--- src/rtl/core/rhp_pkg.sv ---
// types and constants shared by the rgb_to_hsv_pixel modules
package rhp_pkg;

    // widths of pixel channels, quotients, partial remainders and dividends
    localparam int PIX_W = 8;
    localparam int QUO_W = 8;
    localparam int REM_W = 16;
    localparam int ACC_W = 17;

    // scale factors and hue sector offsets, hue in units of two degrees
    localparam logic [PIX_W-1:0] SAT_SCALE    = 8'd255;
    localparam logic [PIX_W-1:0] HUE_SCALE    = 8'd30;
    localparam logic [PIX_W-1:0] HUE_RED_WRAP = 8'd180;
    localparam logic [PIX_W-1:0] HUE_GREEN    = 8'd60;
    localparam logic [PIX_W-1:0] HUE_BLUE     = 8'd120;
    localparam logic [PIX_W-1:0] HUE_RED      = 8'd0;

    // data handed from cell to cell: two restoring divisions side by side
    typedef struct packed {
        logic [PIX_W-1:0] value;
        logic [REM_W-1:0] sat_rem;
        logic [PIX_W-1:0] sat_div;
        logic [QUO_W-1:0] sat_quo;
        logic [REM_W-1:0] hue_rem;
        logic [PIX_W-1:0] hue_div;
        logic [QUO_W-1:0] hue_quo;
    } rhp_data_t;

endpackage

--- src/rtl/core/rhp_front.sv ---
// front cell: max, min, spread and the two division operands
module rhp_front import rhp_pkg::*;
(
    input  logic             clk,
    input  logic             rst_n,
    input  logic             in_valid,
    output logic             in_stall,
    input  logic [PIX_W-1:0] red,
    input  logic [PIX_W-1:0] green,
    input  logic [PIX_W-1:0] blue,
    output logic             out_valid,
    input  logic             out_stall,
    output rhp_data_t        out_data
);

    logic             valid_reg;
    rhp_data_t        data_reg;
    rhp_data_t        data_next;
    logic             load;
    logic             red_max;
    logic             green_max;
    logic             gray;
    logic [PIX_W-1:0] max_ch;
    logic [PIX_W-1:0] min_ch;
    logic [PIX_W-1:0] spread;
    logic [PIX_W-1:0] hue_base;
    logic [PIX_W-1:0] hue_pos;
    logic [PIX_W-1:0] hue_neg;
    logic [ACC_W-1:0] sat_numer;
    logic [ACC_W-1:0] hue_numer;

    // stage takes a new transfer when empty or when its content moves on
    assign load      = !valid_reg || !out_stall;
    assign in_stall  = !load;
    assign out_valid = valid_reg;
    assign out_data  = data_reg;

    // max with red winning ties over green, green over blue
    always_comb
    begin
        red_max   = (red >= green) && (red >= blue);
        green_max = !red_max && (green >= blue);
        if (red_max)
        begin
            max_ch = red;
        end
        else if (green_max)
        begin
            max_ch = green;
        end
        else
        begin
            max_ch = blue;
        end
        min_ch = (red <= green) ? red : green;
        if (blue < min_ch)
        begin
            min_ch = blue;
        end
        spread = max_ch - min_ch;
        gray   = (spread == '0);
    end

    // hue sector: base offset plus or minus the scaled channel difference
    always_comb
    begin
        hue_pos = '0;
        hue_neg = '0;
        if (red_max)
        begin
            if (green >= blue)
            begin
                hue_base = HUE_RED;
                hue_pos  = green - blue;
            end
            else
            begin
                hue_base = HUE_RED_WRAP;
                hue_neg  = blue - green;
            end
        end
        else if (green_max)
        begin
            hue_base = HUE_GREEN;
            if (blue >= red)
            begin
                hue_pos = blue - red;
            end
            else
            begin
                hue_neg = red - blue;
            end
        end
        else
        begin
            hue_base = HUE_BLUE;
            if (red >= green)
            begin
                hue_pos = red - green;
            end
            else
            begin
                hue_neg = green - red;
            end
        end
        sat_numer = ACC_W'(SAT_SCALE) * ACC_W'(spread);
        hue_numer = ACC_W'(hue_base) * ACC_W'(spread)
                  + ACC_W'(HUE_SCALE) * ACC_W'(hue_pos)
                  - ACC_W'(HUE_SCALE) * ACC_W'(hue_neg);
    end

    // gray pixels divide zero by one so both quotients come out zero
    always_comb
    begin
        data_next.value   = max_ch;
        data_next.sat_quo = '0;
        data_next.hue_quo = '0;
        if (gray)
        begin
            data_next.sat_rem = '0;
            data_next.sat_div = PIX_W'(1);
            data_next.hue_rem = '0;
            data_next.hue_div = PIX_W'(1);
        end
        else
        begin
            data_next.sat_rem = sat_numer[REM_W-1:0];
            data_next.sat_div = max_ch;
            data_next.hue_rem = hue_numer[REM_W-1:0];
            data_next.hue_div = spread;
        end
    end

    // stage valid
    always_ff @(posedge clk or negedge rst_n)
    begin
        if (!rst_n)
        begin
            valid_reg <= 1'b0;
        end
        else if (load)
        begin
            valid_reg <= in_valid;
        end
    end

    // stage payload
    always_ff @(posedge clk)
    begin
        if (load && in_valid)
        begin
            data_reg <= data_next;
        end
    end

endmodule

--- src/rtl/core/rhp_div_cell.sv ---
// divider cell: settles one quotient bit of saturation and of hue
module rhp_div_cell import rhp_pkg::*;
#(
    parameter int BIT = 0
)
(
    input  logic      clk,
    input  logic      rst_n,
    input  logic      in_valid,
    output logic      in_stall,
    input  rhp_data_t in_data,
    output logic      out_valid,
    input  logic      out_stall,
    output rhp_data_t out_data
);

    logic             valid_reg;
    rhp_data_t        data_reg;
    rhp_data_t        data_next;
    logic             load;
    logic             sat_fit;
    logic             hue_fit;
    logic [REM_W-1:0] sat_shift_div;
    logic [REM_W-1:0] hue_shift_div;

    // stage takes a new transfer when empty or when its content moves on
    assign load      = !valid_reg || !out_stall;
    assign in_stall  = !load;
    assign out_valid = valid_reg;
    assign out_data  = data_reg;

    // restoring step: subtract the divisor at this bit weight if it fits
    always_comb
    begin
        sat_shift_div = REM_W'(in_data.sat_div) << BIT;
        hue_shift_div = REM_W'(in_data.hue_div) << BIT;
        sat_fit       = (in_data.sat_rem >> BIT) >= REM_W'(in_data.sat_div);
        hue_fit       = (in_data.hue_rem >> BIT) >= REM_W'(in_data.hue_div);
        data_next     = in_data;
        if (sat_fit)
        begin
            data_next.sat_rem      = in_data.sat_rem - sat_shift_div;
            data_next.sat_quo[BIT] = 1'b1;
        end
        if (hue_fit)
        begin
            data_next.hue_rem      = in_data.hue_rem - hue_shift_div;
            data_next.hue_quo[BIT] = 1'b1;
        end
    end

    // stage valid
    always_ff @(posedge clk or negedge rst_n)
    begin
        if (!rst_n)
        begin
            valid_reg <= 1'b0;
        end
        else if (load)
        begin
            valid_reg <= in_valid;
        end
    end

    // stage payload
    always_ff @(posedge clk)
    begin
        if (load && in_valid)
        begin
            data_reg <= data_next;
        end
    end

endmodule

--- src/rtl/core/rgb_to_hsv_pixel.sv ---
// top level of the rgb to hsv pixel converter
//
// Converts one 8-bit RGB pixel per transfer into value, saturation and
// hue (hue in units of two degrees, 0 to 179).
// Input channel: in_valid / in_stall with red, green, blue.
// Output channel: out_valid / out_stall with value, saturation, hue.
// A transfer happens on a rising clk edge with valid high and stall low.
// Nine register stages: one front cell (max, min, spread, dividends) and
// a chain of 8 divider cells, each settling one quotient bit of both
// divisions. The front cell loads at the input transfer edge, and the
// result moves on through each divider cell in turn before it is shown
// on the output channel.
// Throughput is one pixel per clock while out_stall stays low.
// When the receiver stalls, the last cell holds its result and the cells
// behind it keep filling; in_stall rises only once every cell is full.
// Reset (rst_n low, asynchronous) empties every cell; no result is shown
// until a new pixel has passed through the chain.
module rgb_to_hsv_pixel import rhp_pkg::*;
(
    input  logic             clk,
    input  logic             rst_n,
    input  logic             in_valid,
    output logic             in_stall,
    input  logic [PIX_W-1:0] red,
    input  logic [PIX_W-1:0] green,
    input  logic [PIX_W-1:0] blue,
    output logic             out_valid,
    input  logic             out_stall,
    output logic [PIX_W-1:0] value,
    output logic [PIX_W-1:0] saturation,
    output logic [PIX_W-1:0] hue
);

    logic      stage_valid [0:QUO_W];
    logic      stage_stall [0:QUO_W];
    rhp_data_t stage_data  [0:QUO_W];

    // front cell
    rhp_front u_front (
        .clk       (clk),
        .rst_n     (rst_n),
        .in_valid  (in_valid),
        .in_stall  (in_stall),
        .red       (red),
        .green     (green),
        .blue      (blue),
        .out_valid (stage_valid[0]),
        .out_stall (stage_stall[0]),
        .out_data  (stage_data[0])
    );

    // divider cells, most significant quotient bit first
    for (genvar i = 0; i < QUO_W; i++)
    begin : g_cell
        rhp_div_cell #(
            .BIT (QUO_W - 1 - i)
        ) u_cell (
            .clk       (clk),
            .rst_n     (rst_n),
            .in_valid  (stage_valid[i]),
            .in_stall  (stage_stall[i]),
            .in_data   (stage_data[i]),
            .out_valid (stage_valid[i+1]),
            .out_stall (stage_stall[i+1]),
            .out_data  (stage_data[i+1])
        );
    end

    // last cell drives the output channel
    assign stage_stall[QUO_W] = out_stall;
    assign out_valid          = stage_valid[QUO_W];
    assign value              = stage_data[QUO_W].value;
    assign saturation         = stage_data[QUO_W].sat_quo;
    assign hue                = stage_data[QUO_W].hue_quo;

endmodule

--- config.mk ---
export PLATFORM = sky130hd
export DESIGN_NAME = rgb_to_hsv_pixel
export DESIGN_NICKNAME = d
export VERILOG_FILES = /design/src/rtl/core/rhp_pkg.sv /design/src/rtl/core/rhp_front.sv /design/src/rtl/core/rhp_div_cell.sv /design/src/rtl/core/rgb_to_hsv_pixel.sv
export SDC_FILE = /design/constraint.sdc
export NUM_CORES = 1
export LEC_CHECK = 0
export ABC_AREA = 1
export BUFFER_PORTS_ARGS = -buffer_cell sky130_fd_sc_hd__buf_2
export CAP_MARGIN = 5
export CORE_ASPECT_RATIO = 1.25
export CORE_UTILIZATION = 45
export DETAILED_ROUTE_END_ITERATION = 8
export PLACE_DENSITY = 0.68
export SLEW_MARGIN = 20
export SYNTH_ARGS = -nofsm -noshare
export SYNTH_HDL_FRONTEND = slang
export SYNTH_SLANG_ARGS = --single-unit
--- constraint.sdc ---
create_clock -name clk -period 5.3 [get_ports clk]
set_input_delay 0.265 -clock clk [delete_from_list [all_inputs] [get_ports clk]]
set_output_delay 0.265 -clock clk [all_outputs]
set_load 0.1 [all_outputs]
==> impl_metrics.env, run 1 <==
export IMPL_endpoint_kind="flip-flop"
export IMPL_grt_use_met3_pct=1.39
export IMPL_routed_wirelength_um=63900
export IMPL_max_freq_mhz=130
export IMPL_drtIter0Drc=702
export IMPL_diodes=0
export IMPL_synth_edf_count=520
export IMPL_grt_antenna_before_repair=0
export IMPL_rsz0062_at_grt="true"
export IMPL_worstPathRequired_ns=5.59
export IMPL_multi_input_area_um2=15300
export IMPL_pin_count=54
export IMPL_grt_first_pass_wirelength_um=105000
export IMPL_clock_path_buffers=3
export IMPL_cts_buffers=46
export IMPL_viasPerCell=4.86
export IMPL_cp_max_fo=5
export IMPL_track_usage_pct=17.6
export IMPL_ant_nets=0
export IMPL_grt_busiest_layer="met2"
export IMPL_yosys_warnings=0
export IMPL_portBuffers=53
export IMPL_drt_first_pass_iters=7
export IMPL_h_tree_depth=2
export IMPL_cts_tree="done"
export IMPL_num_vias=22288
export IMPL_tightest_slew_ns=0.966
export IMPL_setup_slack_ns=-2.40
export IMPL_met2_usage_pct=36.7
export IMPL_die_h_um=301
export IMPL_ys_ff_latch=529
export IMPL_cpPeakStageDelay_ns=0.54
export IMPL_crit_top_cell="fa_1"
export IMPL_fin_worst_skew_ns=0.0234
export IMPL_arrival_ns=8.00
export IMPL_synth_nets=3537
export IMPL_slowest_stage="fa_1"
export IMPL_relSlewSlack_pct=35.6
export IMPL_die_width_um=242
export IMPL_cp_start_kind="input pin"
export IMPL_grt_ovfl_total=0
export IMPL_slew_viol_final=0
export IMPL_placementRows=109
export IMPL_dieArea_um2=72800
export IMPL_core_region_area_um2=70800
export IMPL_gp_congestion=0.945
export IMPL_min_period_over_period_pct=145
export IMPL_finalHoldViolCount=0
export IMPL_grt_max_degree=70
export IMPL_wl_per_cell_um=13.9
export IMPL_syn_to_final_growth_pct=23.6
export IMPL_cts_root_buf="clkbuf_16"
export IMPL_outcome="finished, violations left"
export IMPL_violations="negative setup slack"
export IMPL_initial_core_util_pct=45.6
export IMPL_hold_class="in2async"
export IMPL_avgSynthCellArea_um2=10.4
export IMPL_synthFlopType="edfxtp_1"
export IMPL_syn_inst=3091
export IMPL_finalSetupTns_ns=-42.71
export IMPL_ys_seq_area_share_pct=49.1
export IMPL_finalSetupViolCount=24
export IMPL_drive_gt1_share_pct=23.9
export IMPL_fillers=5922
export IMPL_first_global_vias=23122
export IMPL_seq_area_um2=15800
export IMPL_crit_type="in2reg"
export IMPL_placed_area_um2=37000
export IMPL_ys_types=57
export IMPL_drc=0
export IMPL_max_cap_violations=0
export IMPL_async_flop_share_pct=1.70
export IMPL_stdcell_area_um2=39900
export IMPL_min_period_ns=7.70
export IMPL_dp_hpwl_um=51100
export IMPL_syn_cell_area_um2=32300
export IMPL_nNetsFinal=4056
export IMPL_path_clk_slew_ns=0.06
export IMPL_use_met1_pct=17.1
export IMPL_cts_sinks=529
export IMPL_worstSkewPairLatency_ns=0.56
## state kept, by name, indices dropped and copies added, names as in the netlist
| register | count |
|---|---|
| g_cell.u_cell.out_data | 465 |
| g_cell.u_cell.out_valid | 8 |
| u_front.out_data | 55 |
| u_front.out_valid | 1 |
## synthesized netlist by cell type (all sizes together) (4+ instances only)
master	n	share of area, %
o21bai	5	0.12
edfxtp	520	48
nor4	12	0.23
buf	25	0.53
nand2	476	5.8
clkbuf	11	0.13
o22ai	10	0.19
o21a	6	0.14
nand3b	5	0.12
nand3	74	1.3
fa	113	7.0
or2	10	0.19
a211oi	6	0.14
nor2	214	2.7
a31oi	6	0.12
ha	305	12
dfrtp	9	0.70
a21boi	4	0.10
xor2	113	3.1
a2111oi	6	0.17
a21oi	203	3.2
nor3	28	0.43
xnor2	69	1.9
o21ai	227	3.6
a21o	9	0.21
inv	572	6.7
o211ai	14	0.33
nand4	17	0.35
## layout make-up
class / count / share of cell area, %
Sequential cell: 529 / 39.7
Multi-Input combinational cell: 1954 / 38.5
Inverter: 572 / 5.47
Timing Repair Buffer: 507 / 9.70
Tap cell: 943 / 2.96
Clock inverter: 22 / 0.624
Clock buffer: 61 / 3.08
## cell families after synthesis
family / synth area share, %
compound gates: 8.67
xor+xnor: 4.94
fa+ha+maj: 18.8
buf+inv: 7.32
flops: 49.1
simple gates: 11.2
## cells in the final DEF, fill, tap and decap left out, types with 7 or more instances in the layout
cell type | synthesis | layout
buf_6 | 6 | 28
clkbuf_16 | 0 | 46
ha_4 | 0 | 35
o22ai_1 | 10 | 9
clkbuf_1 | 10 | 13
inv_2 | 12 | 55
nand3_2 | 2 | 12
nor4_1 | 12 | 10
ha_1 | 305 | 265
xnor2_1 | 69 | 61
a21oi_4 | 0 | 8
nand3_1 | 70 | 59
nand2_4 | 6 | 10
nor3_1 | 28 | 27
o211ai_1 | 14 | 14
a21oi_2 | 4 | 23
xor2_1 | 113 | 109
dfrtp_1 | 9 | 9
inv_1 | 559 | 510
nor2_2 | 13 | 18
fa_2 | 0 | 8
buf_2 | 16 | 51
o21ai_1 | 40 | 43
nand2_2 | 12 | 38
a21oi_1 | 199 | 172
a21o_1 | 9 | 9
clkinv_2 | 0 | 7
nand4_1 | 16 | 16
nor2_4 | 4 | 13
fa_1 | 113 | 105
buf_4 | 3 | 418
nor2_1 | 197 | 183
o21ai_0 | 182 | 157
nand2_1 | 458 | 426
edfxtp_1 | 520 | 520
o21ai_2 | 5 | 23
or2_2 | 9 | 9
## metrics by stage
step,hold slack [ns],util (%),instances,setup WS [ns]
2_1_floorplan,-0.0306,-,3091,-2.92
3_3_place_gp,0.123,52.3,4428,-3.03
3_5_place_dp,0.138,52.3,4428,-3.17
4_1_cts,0.0733,55.6,4575,-2.33
5_1_grt,0.0991,56.4,4588,-2.81
6_report,0.108,56.4,4588,-2.40
## repair_timing
action,in CTS,in global routing
gates cloned,0,0
hold buffers,3,0
setup buffers,63,19
pin swaps,91,76
endpoints found under the setup margin,40,44
endpoints found under the hold margin,11,0
gates resized for setup,93,102
## final timing paths
check	startpoint	to	slack, ns	cells after the start
max reg2reg	g_cell[4].u_cell.out_data[8]	g_cell[5].u_cell.out_data[30]	2.37	11
min in group clk	red[0]	u_front.out_data[40]	0.38	5
min reg2reg	g_cell[2].u_cell.out_data[50]	g_cell[3].u_cell.out_data[50]	0.40	0
max	red[0]	u_front.out_data[30]	-2.40	49
min	rst_n	g_cell[6].u_cell.out_valid	0.11	2
max in group asynchronous	rst_n	g_cell[0].u_cell.out_valid	5.01	2
## per-layer routing
metal / vias up / routed length [um]
met5: - / 0
met4: 0 / 3000
met3: 161 / 1460
met2: 315 / 36200
met1: 10450 / 23200
li1: 11362 / -
## worst max-delay path: cells and delay by family
| family | cells | cell delay, ns |
|---|---|---|
| buffers and inverters | 13 | 0.87 |
| XOR/XNOR | 1 | 0.16 |
| adder cells (fa/ha/maj) | 12 | 4.36 |
| AND/OR/NAND/NOR | 13 | 1.04 |
| AO/OA/AOI/OAI | 10 | 1.28 |
Power of run 1 is not shown: default switching activity piles up to over one toggle a cycle in this logic, so the estimate is an artifact.
==> run 2, diff against run 1 <==
- ABC_AREA: 1 -> default
- CTS_CLUSTER_SIZE: default -> 14
==> run 2 against run 1 <==
Net effect:
- sequential share of layout area up 0.25 points
- the flow still finishes with violations (negative setup slack)
- largest cell class is now multi-input gates
- final area decreased by 0.62%
- global-route usage up 1.6 points
==> impl_metrics.env, run 2 <==
export IMPL_worstSkewPairLatency_ns=0.56
export IMPL_layout_common_cells="edfxtp_1 (520), buf_4 (415), inv_1 (360)"
export IMPL_nNetsFinal=3755
export IMPL_ant_nets=0
export IMPL_rrSetupSlack_ns=1.91
export IMPL_endpoint_kind="flip-flop"
export IMPL_cts_sinks=529
export IMPL_finalSetupViolCount=26
export IMPL_stdcell_area_um2=39600
export IMPL_setup_slack_ns=-3.22
export IMPL_slew_viol_final=0
export IMPL_layout_commonest_cell="edfxtp_1"
export IMPL_h_tree_depth=2
export IMPL_synthTopCellsByCount="edfxtp_1 (520), inv_1 (394), ha_1 (305), nor2_1 (197), nand2_1 (190)"
export IMPL_die_width_um=241
export IMPL_violations="negative setup slack"
export IMPL_wl_per_cell_um=16.2
export IMPL_ys_types=75
export IMPL_cts_tree="done"
export IMPL_grt_ovfl_total=0
export IMPL_track_usage_pct=19.3
export IMPL_min_period_ns=8.52
export IMPL_yosys_area_top_type="edfxtp_1"
export IMPL_placementRows=109
export IMPL_seq_area_um2=15800
export IMPL_portBuffers=53
export IMPL_fillers=5756
export IMPL_drc=0
export IMPL_arrival_ns=8.92
export IMPL_grt_max_degree=70
export IMPL_dieArea_um2=72600
export IMPL_synthTopCellsByArea="edfxtp_1 (49%), ha_1 (12%), fa_1 (7.0%)"
export IMPL_hold_class="in2async"
export IMPL_avgSynthCellArea_um2=11.5
export IMPL_multi_input_area_um2=16100
export IMPL_die_h_um=301
export IMPL_initial_core_util_pct=45.5
export IMPL_grt_first_pass_wirelength_um=112000
export IMPL_grt_antenna_before_repair=0
export IMPL_yosysMostFrequentCell="edfxtp_1"
export IMPL_syn_to_final_growth_pct=23.2
export IMPL_routed_wirelength_um=69200
export IMPL_ys_seq_area_share_pct=49.2
export IMPL_worstPathRequired_ns=5.71
export IMPL_relSlewSlack_pct=32.3
export IMPL_syn_cell_area_um2=32200
export IMPL_synth_nets=3257
export IMPL_num_vias=21890
export IMPL_gp_congestion=0.946
export IMPL_cp_max_fo=4
export IMPL_cp_start_kind="input pin"
export IMPL_cts_root_buf="clkbuf_16"
export IMPL_core_region_area_um2=70800
export IMPL_cts_buffers=46
export IMPL_slowest_stage="fa_1"
export IMPL_viasPerCell=5.11
export IMPL_path_clk_slew_ns=0.07
export IMPL_synth_top_cell_area_share_pct=48.5
export IMPL_syn_inst=2811
export IMPL_crit_top_cell="buf_4"
export IMPL_min_period_over_period_pct=161
export IMPL_clock_path_buffers=3
export IMPL_drive_gt1_share_pct=24.7
export IMPL_synthFlopType="edfxtp_1"
export IMPL_yosys_warnings=0
export IMPL_first_global_vias=23384
export IMPL_crit_type="in2reg"
export IMPL_max_freq_mhz=117
export IMPL_synth_edf_count=520
export IMPL_dp_hpwl_um=55000
export IMPL_async_flop_share_pct=1.70
export IMPL_finalHoldViolCount=0
export IMPL_diodes=0
export IMPL_pin_count=54
export IMPL_drt_first_pass_iters=5
export IMPL_fin_worst_skew_ns=0.0225
export IMPL_placed_area_um2=36900
export IMPL_outcome="finished, violations left"
export IMPL_largest_register_ffs=465
export IMPL_drtIter0Drc=888
export IMPL_ys_ff_latch=529
export IMPL_max_cap_violations=0
export IMPL_rsz0062_at_grt="true"
export IMPL_tightest_slew_ns=1.01
export IMPL_cpPeakStageDelay_ns=0.54
==> run 2: layer usage <==
| layer | global-route usage [%] | part of all wire, % |
|---|---|---|
| met1 | 18.8 | 36 |
| met2 | 39.4 | 57 |
| met3 | 1.80 | 2.1 |
| met4 | 9.34 | 5.1 |
| met5 | 0 | 0 |
==> run 2: path summary, 6_finish.rpt <==
path,start,end,cells past startpoint
min,rst_n,g_cell[7].u_cell.out_valid,2
max reg2reg,g_cell[5].u_cell.out_data[41],g_cell[6].u_cell.out_data[54],9
min reg2reg,g_cell[0].u_cell.out_data[51],g_cell[1].u_cell.out_data[51],0
max,green[0],u_front.out_data[31],54
max in group asynchronous,rst_n,g_cell[6].u_cell.out_valid,2
min in group clk,red[7],u_front.out_data[71],5
==> run 2: cell type report <==
type                       instances  share of cell area, %
multi-input combinational       1842                   40.5
sequential                       529                   40.0
timing repair buffer             493                   9.31
inverter                         397                   3.82
clock buffer                      64                   3.12
tap                              943                   2.98
clock inverter                    13                  0.335
==> run 2: what timing repair did <==
item	in CTS	in global routing
endpoints found under the hold margin	11	0
hold buffers	3	0
buffers inserted	51	14
resized for setup	86	86
cloned	1	1
setup endpoints to repair	45	45
pin swaps	74	61
==> run 2: critical path: cells and delay by family <==
kind	cells	cell delay [ns]
XOR/XNOR	2	0.48
AND/OR/NAND/NOR	3	0.46
adder cells (fa/ha/maj)	6	2.09
buffers and inverters	33	3.70
AO/OA/AOI/OAI	10	1.92
==> run 2: per-stage QoR <==
step	cells	utilization, %	hold slack [ns]	worst slack [ns]	TNS (ns)
final	4281	56.0	0.0876	-3.22	-53.81
after global routing	4281	56.0	0.0904	-3.48	-63.33
after CTS	4266	55.2	0.0617	-3.12	-54.65
after detailed placement	4134	52.1	0.132	-3.88	-89.53
after global placement	4134	52.1	0.122	-3.68	-84.87
after floorplan	2811	-	-0.0306	-3.44	-67.24
==> run 2: cell families (layout without fill, tap and decap cells) <==
group | Yosys count | in the layout | share of synthesized area, %
and+or+nand+nor | 656 | 657 | 9.58
AOI/OAI and AO/OA | 542 | 542 | 10.6
DFF | 529 | 529 | 49.2
buffers and inverters | 441 | 967 | 5.21
adders and majority gates | 418 | 418 | 18.9
xor gates and xnor gates | 170 | 170 | 4.71
muxes | 55 | 55 | 1.83
Power of run 2 is left out for the same reason.
==> run 3, diff against run 2 <==
- ABC_AREA: default -> 1
- CAP_MARGIN: 5 -> 20
- SYNTH_HIERARCHICAL: default -> 1
==> run 3 against run 2 <==
Net effect:
- largest cell class unchanged
- non-clock buffer count down 8
- the run still ends with negative setup slack left
- final area is 16% higher
- area after synthesis increased by 19%
- die area is 19% higher
- register-to-register slack improved by 0.15 ns
- via count rose by 26%
==> impl_metrics.env, run 3 <==
export IMPL_crit_top_cell="fa_1"
export IMPL_num_vias=27544
export IMPL_outcome="finished, violations left"
export IMPL_grt_first_pass_wirelength_um=134000
export IMPL_stdcell_area_um2=46100
export IMPL_initial_core_util_pct=45.4
export IMPL_largest_register_ffs=528
export IMPL_cts_tree="done"
export IMPL_drtIter0Drc=1028
export IMPL_layout_common_cells="nand2_1 (1028), inv_1 (717), edfxtp_1 (583)"
export IMPL_crit_type="in2reg"
export IMPL_violations="negative setup slack"
export IMPL_crit_family="adder cells"
export IMPL_cts_root_buf="clkbuf_16"
export IMPL_track_usage_pct=19.0
export IMPL_placed_area_um2=42600
export IMPL_worstSkewPairLatency_ns=0.62
export IMPL_placementRows=119
export IMPL_rsz0062_at_grt="true"
export IMPL_worstPathRequired_ns=5.66
export IMPL_diodes=0
export IMPL_cts_sinks=592
export IMPL_post_route_util_pct=54.8
export IMPL_arrival_ns=8.08
export IMPL_drt_first_pass_iters=6
export IMPL_min_period_ns=7.72
export IMPL_cp_start_kind="input pin"
export IMPL_setup_slack_ns=-2.42
export IMPL_finalSetupViolCount=24
export IMPL_cts_buffers=55
export IMPL_clock_path_buffers=3
export IMPL_avgSynthCellArea_um2=9.38
export IMPL_fin_worst_skew_ns=0.0288
export IMPL_gp_congestion=0.949
export IMPL_nNetsFinal=5024
export IMPL_endpoint_kind="flip-flop"
export IMPL_syn_to_final_growth_pct=20.7
export IMPL_grt_antenna_before_repair=0
export IMPL_dieArea_um2=86100
export IMPL_die_width_um=263
export IMPL_hold_class="in2reg"
export IMPL_tightest_slew_ns=1.03
export IMPL_grt_ovfl_total=0
export IMPL_first_global_vias=28365
export IMPL_die_h_um=328
export IMPL_slowest_stage="fa_1"
export IMPL_core_region_area_um2=84100
export IMPL_pin_count=54
export IMPL_syn_inst=4072
export IMPL_syn_cell_area_um2=38200
export IMPL_portBuffers=53
export IMPL_cp_max_fo=4
export IMPL_wl_per_cell_um=14.3
export IMPL_min_period_over_period_pct=146
export IMPL_drc=0
export IMPL_cpPeakStageDelay_ns=0.57
export IMPL_slew_viol_final=0
export IMPL_h_tree_depth=2
export IMPL_relSlewSlack_pct=31.2
export IMPL_grt_max_degree=40
export IMPL_routed_wirelength_um=81600
export IMPL_ant_nets=0
export IMPL_yosys_warnings=6
export IMPL_max_freq_mhz=130
export IMPL_finalSetupTns_ns=-38.95
export IMPL_max_cap_violations=0
export IMPL_layout_commonest_cell="nand2_1"
export IMPL_finalHoldViolCount=0
export IMPL_worst_path_buf_inv=8
export IMPL_path_clk_slew_ns=0.06
export IMPL_drive_gt1_share_pct=22.0
export IMPL_dp_hpwl_um=65700
export IMPL_viasPerCell=4.83
## run 3: cell count changes in the layout (fill, tap and decap cells not counted), sizes merged, moves of 26 or more
cell,delta
o21ai,-30
xnor2,-55
edfxtp,+63
a21o,-69
inv,+384
nor2b,-46
nand4,+34
nand2b,-36
nand3,+199
mux2i,-30
o31ai,-26
nand2,+929
nor2,+79
## run 3: path summary, 6_finish.rpt
kind,startpoint,endpoint,slack (ns),depth (start not counted)
min reg2reg,g_cell[1].u_cell/out_data[71],g_cell[2].u_cell/out_data[71],0.41,0
min in group asynchronous,rst_n,g_cell[3].u_cell/out_valid,0.59,3
max,red[6],u_front/out_data[30],-2.42,42
max reg2reg,g_cell[7].u_cell/out_valid,u_front/out_data[44],2.06,20
max in group asynchronous,rst_n,g_cell[6].u_cell/out_valid,3.75,4
min,red[7],u_front/out_data[71],0.40,5
## run 3: tightest hold or removal path, delay by kind of cell
| family | cells | cell delay, ns |
|---|---|---|
| compound gates | 1 | 0.08 |
| buf+inv | 4 | 0.49 |
## run 3: stage by stage
step	setup WS, ns	instances	hold slack [ns]
global placement	-3.07	5540	0.143
global route	-2.71	5708	0.386
floorplan	-3.03	4088	-0.0306
finish	-2.42	5708	0.397
CTS	-2.27	5692	0.336
detailed placement	-3.27	5540	0.145
## run 3: routing by layer
metal | track usage (%) | part of all wire, % | vias to the layer above
li1 | - | - | 14127
met1 | 19.2 | 38 | 12778
met2 | 37.9 | 54 | 428
met3 | 1.84 | 2.3 | 211
met4 | 10.5 | 5.5 | 0
met5 | 0 | 0 | -
## run 3: timing repair
item	in CTS	in global routing
gates resized for setup	167	94
endpoints found under the hold margin	12	0
pin swaps	96	35
gates cloned	1	0
buffers inserted	45	20
hold buffers	5	0
endpoints found under the setup margin	25	26
## run 3: cell type report
class / instances / area (um^2)
multi-input cells: 2657 / 18500
inverters: 783 / 2970
clock buffers: 75 / 1500
flip-flops and latches: 592 / 17700
fillers: 7218 / 38000
clock inverters: 27 / 355
well taps: 1089 / 1360
repair buffers: 485 / 3740
Power of run 3 is left out for the same reason.
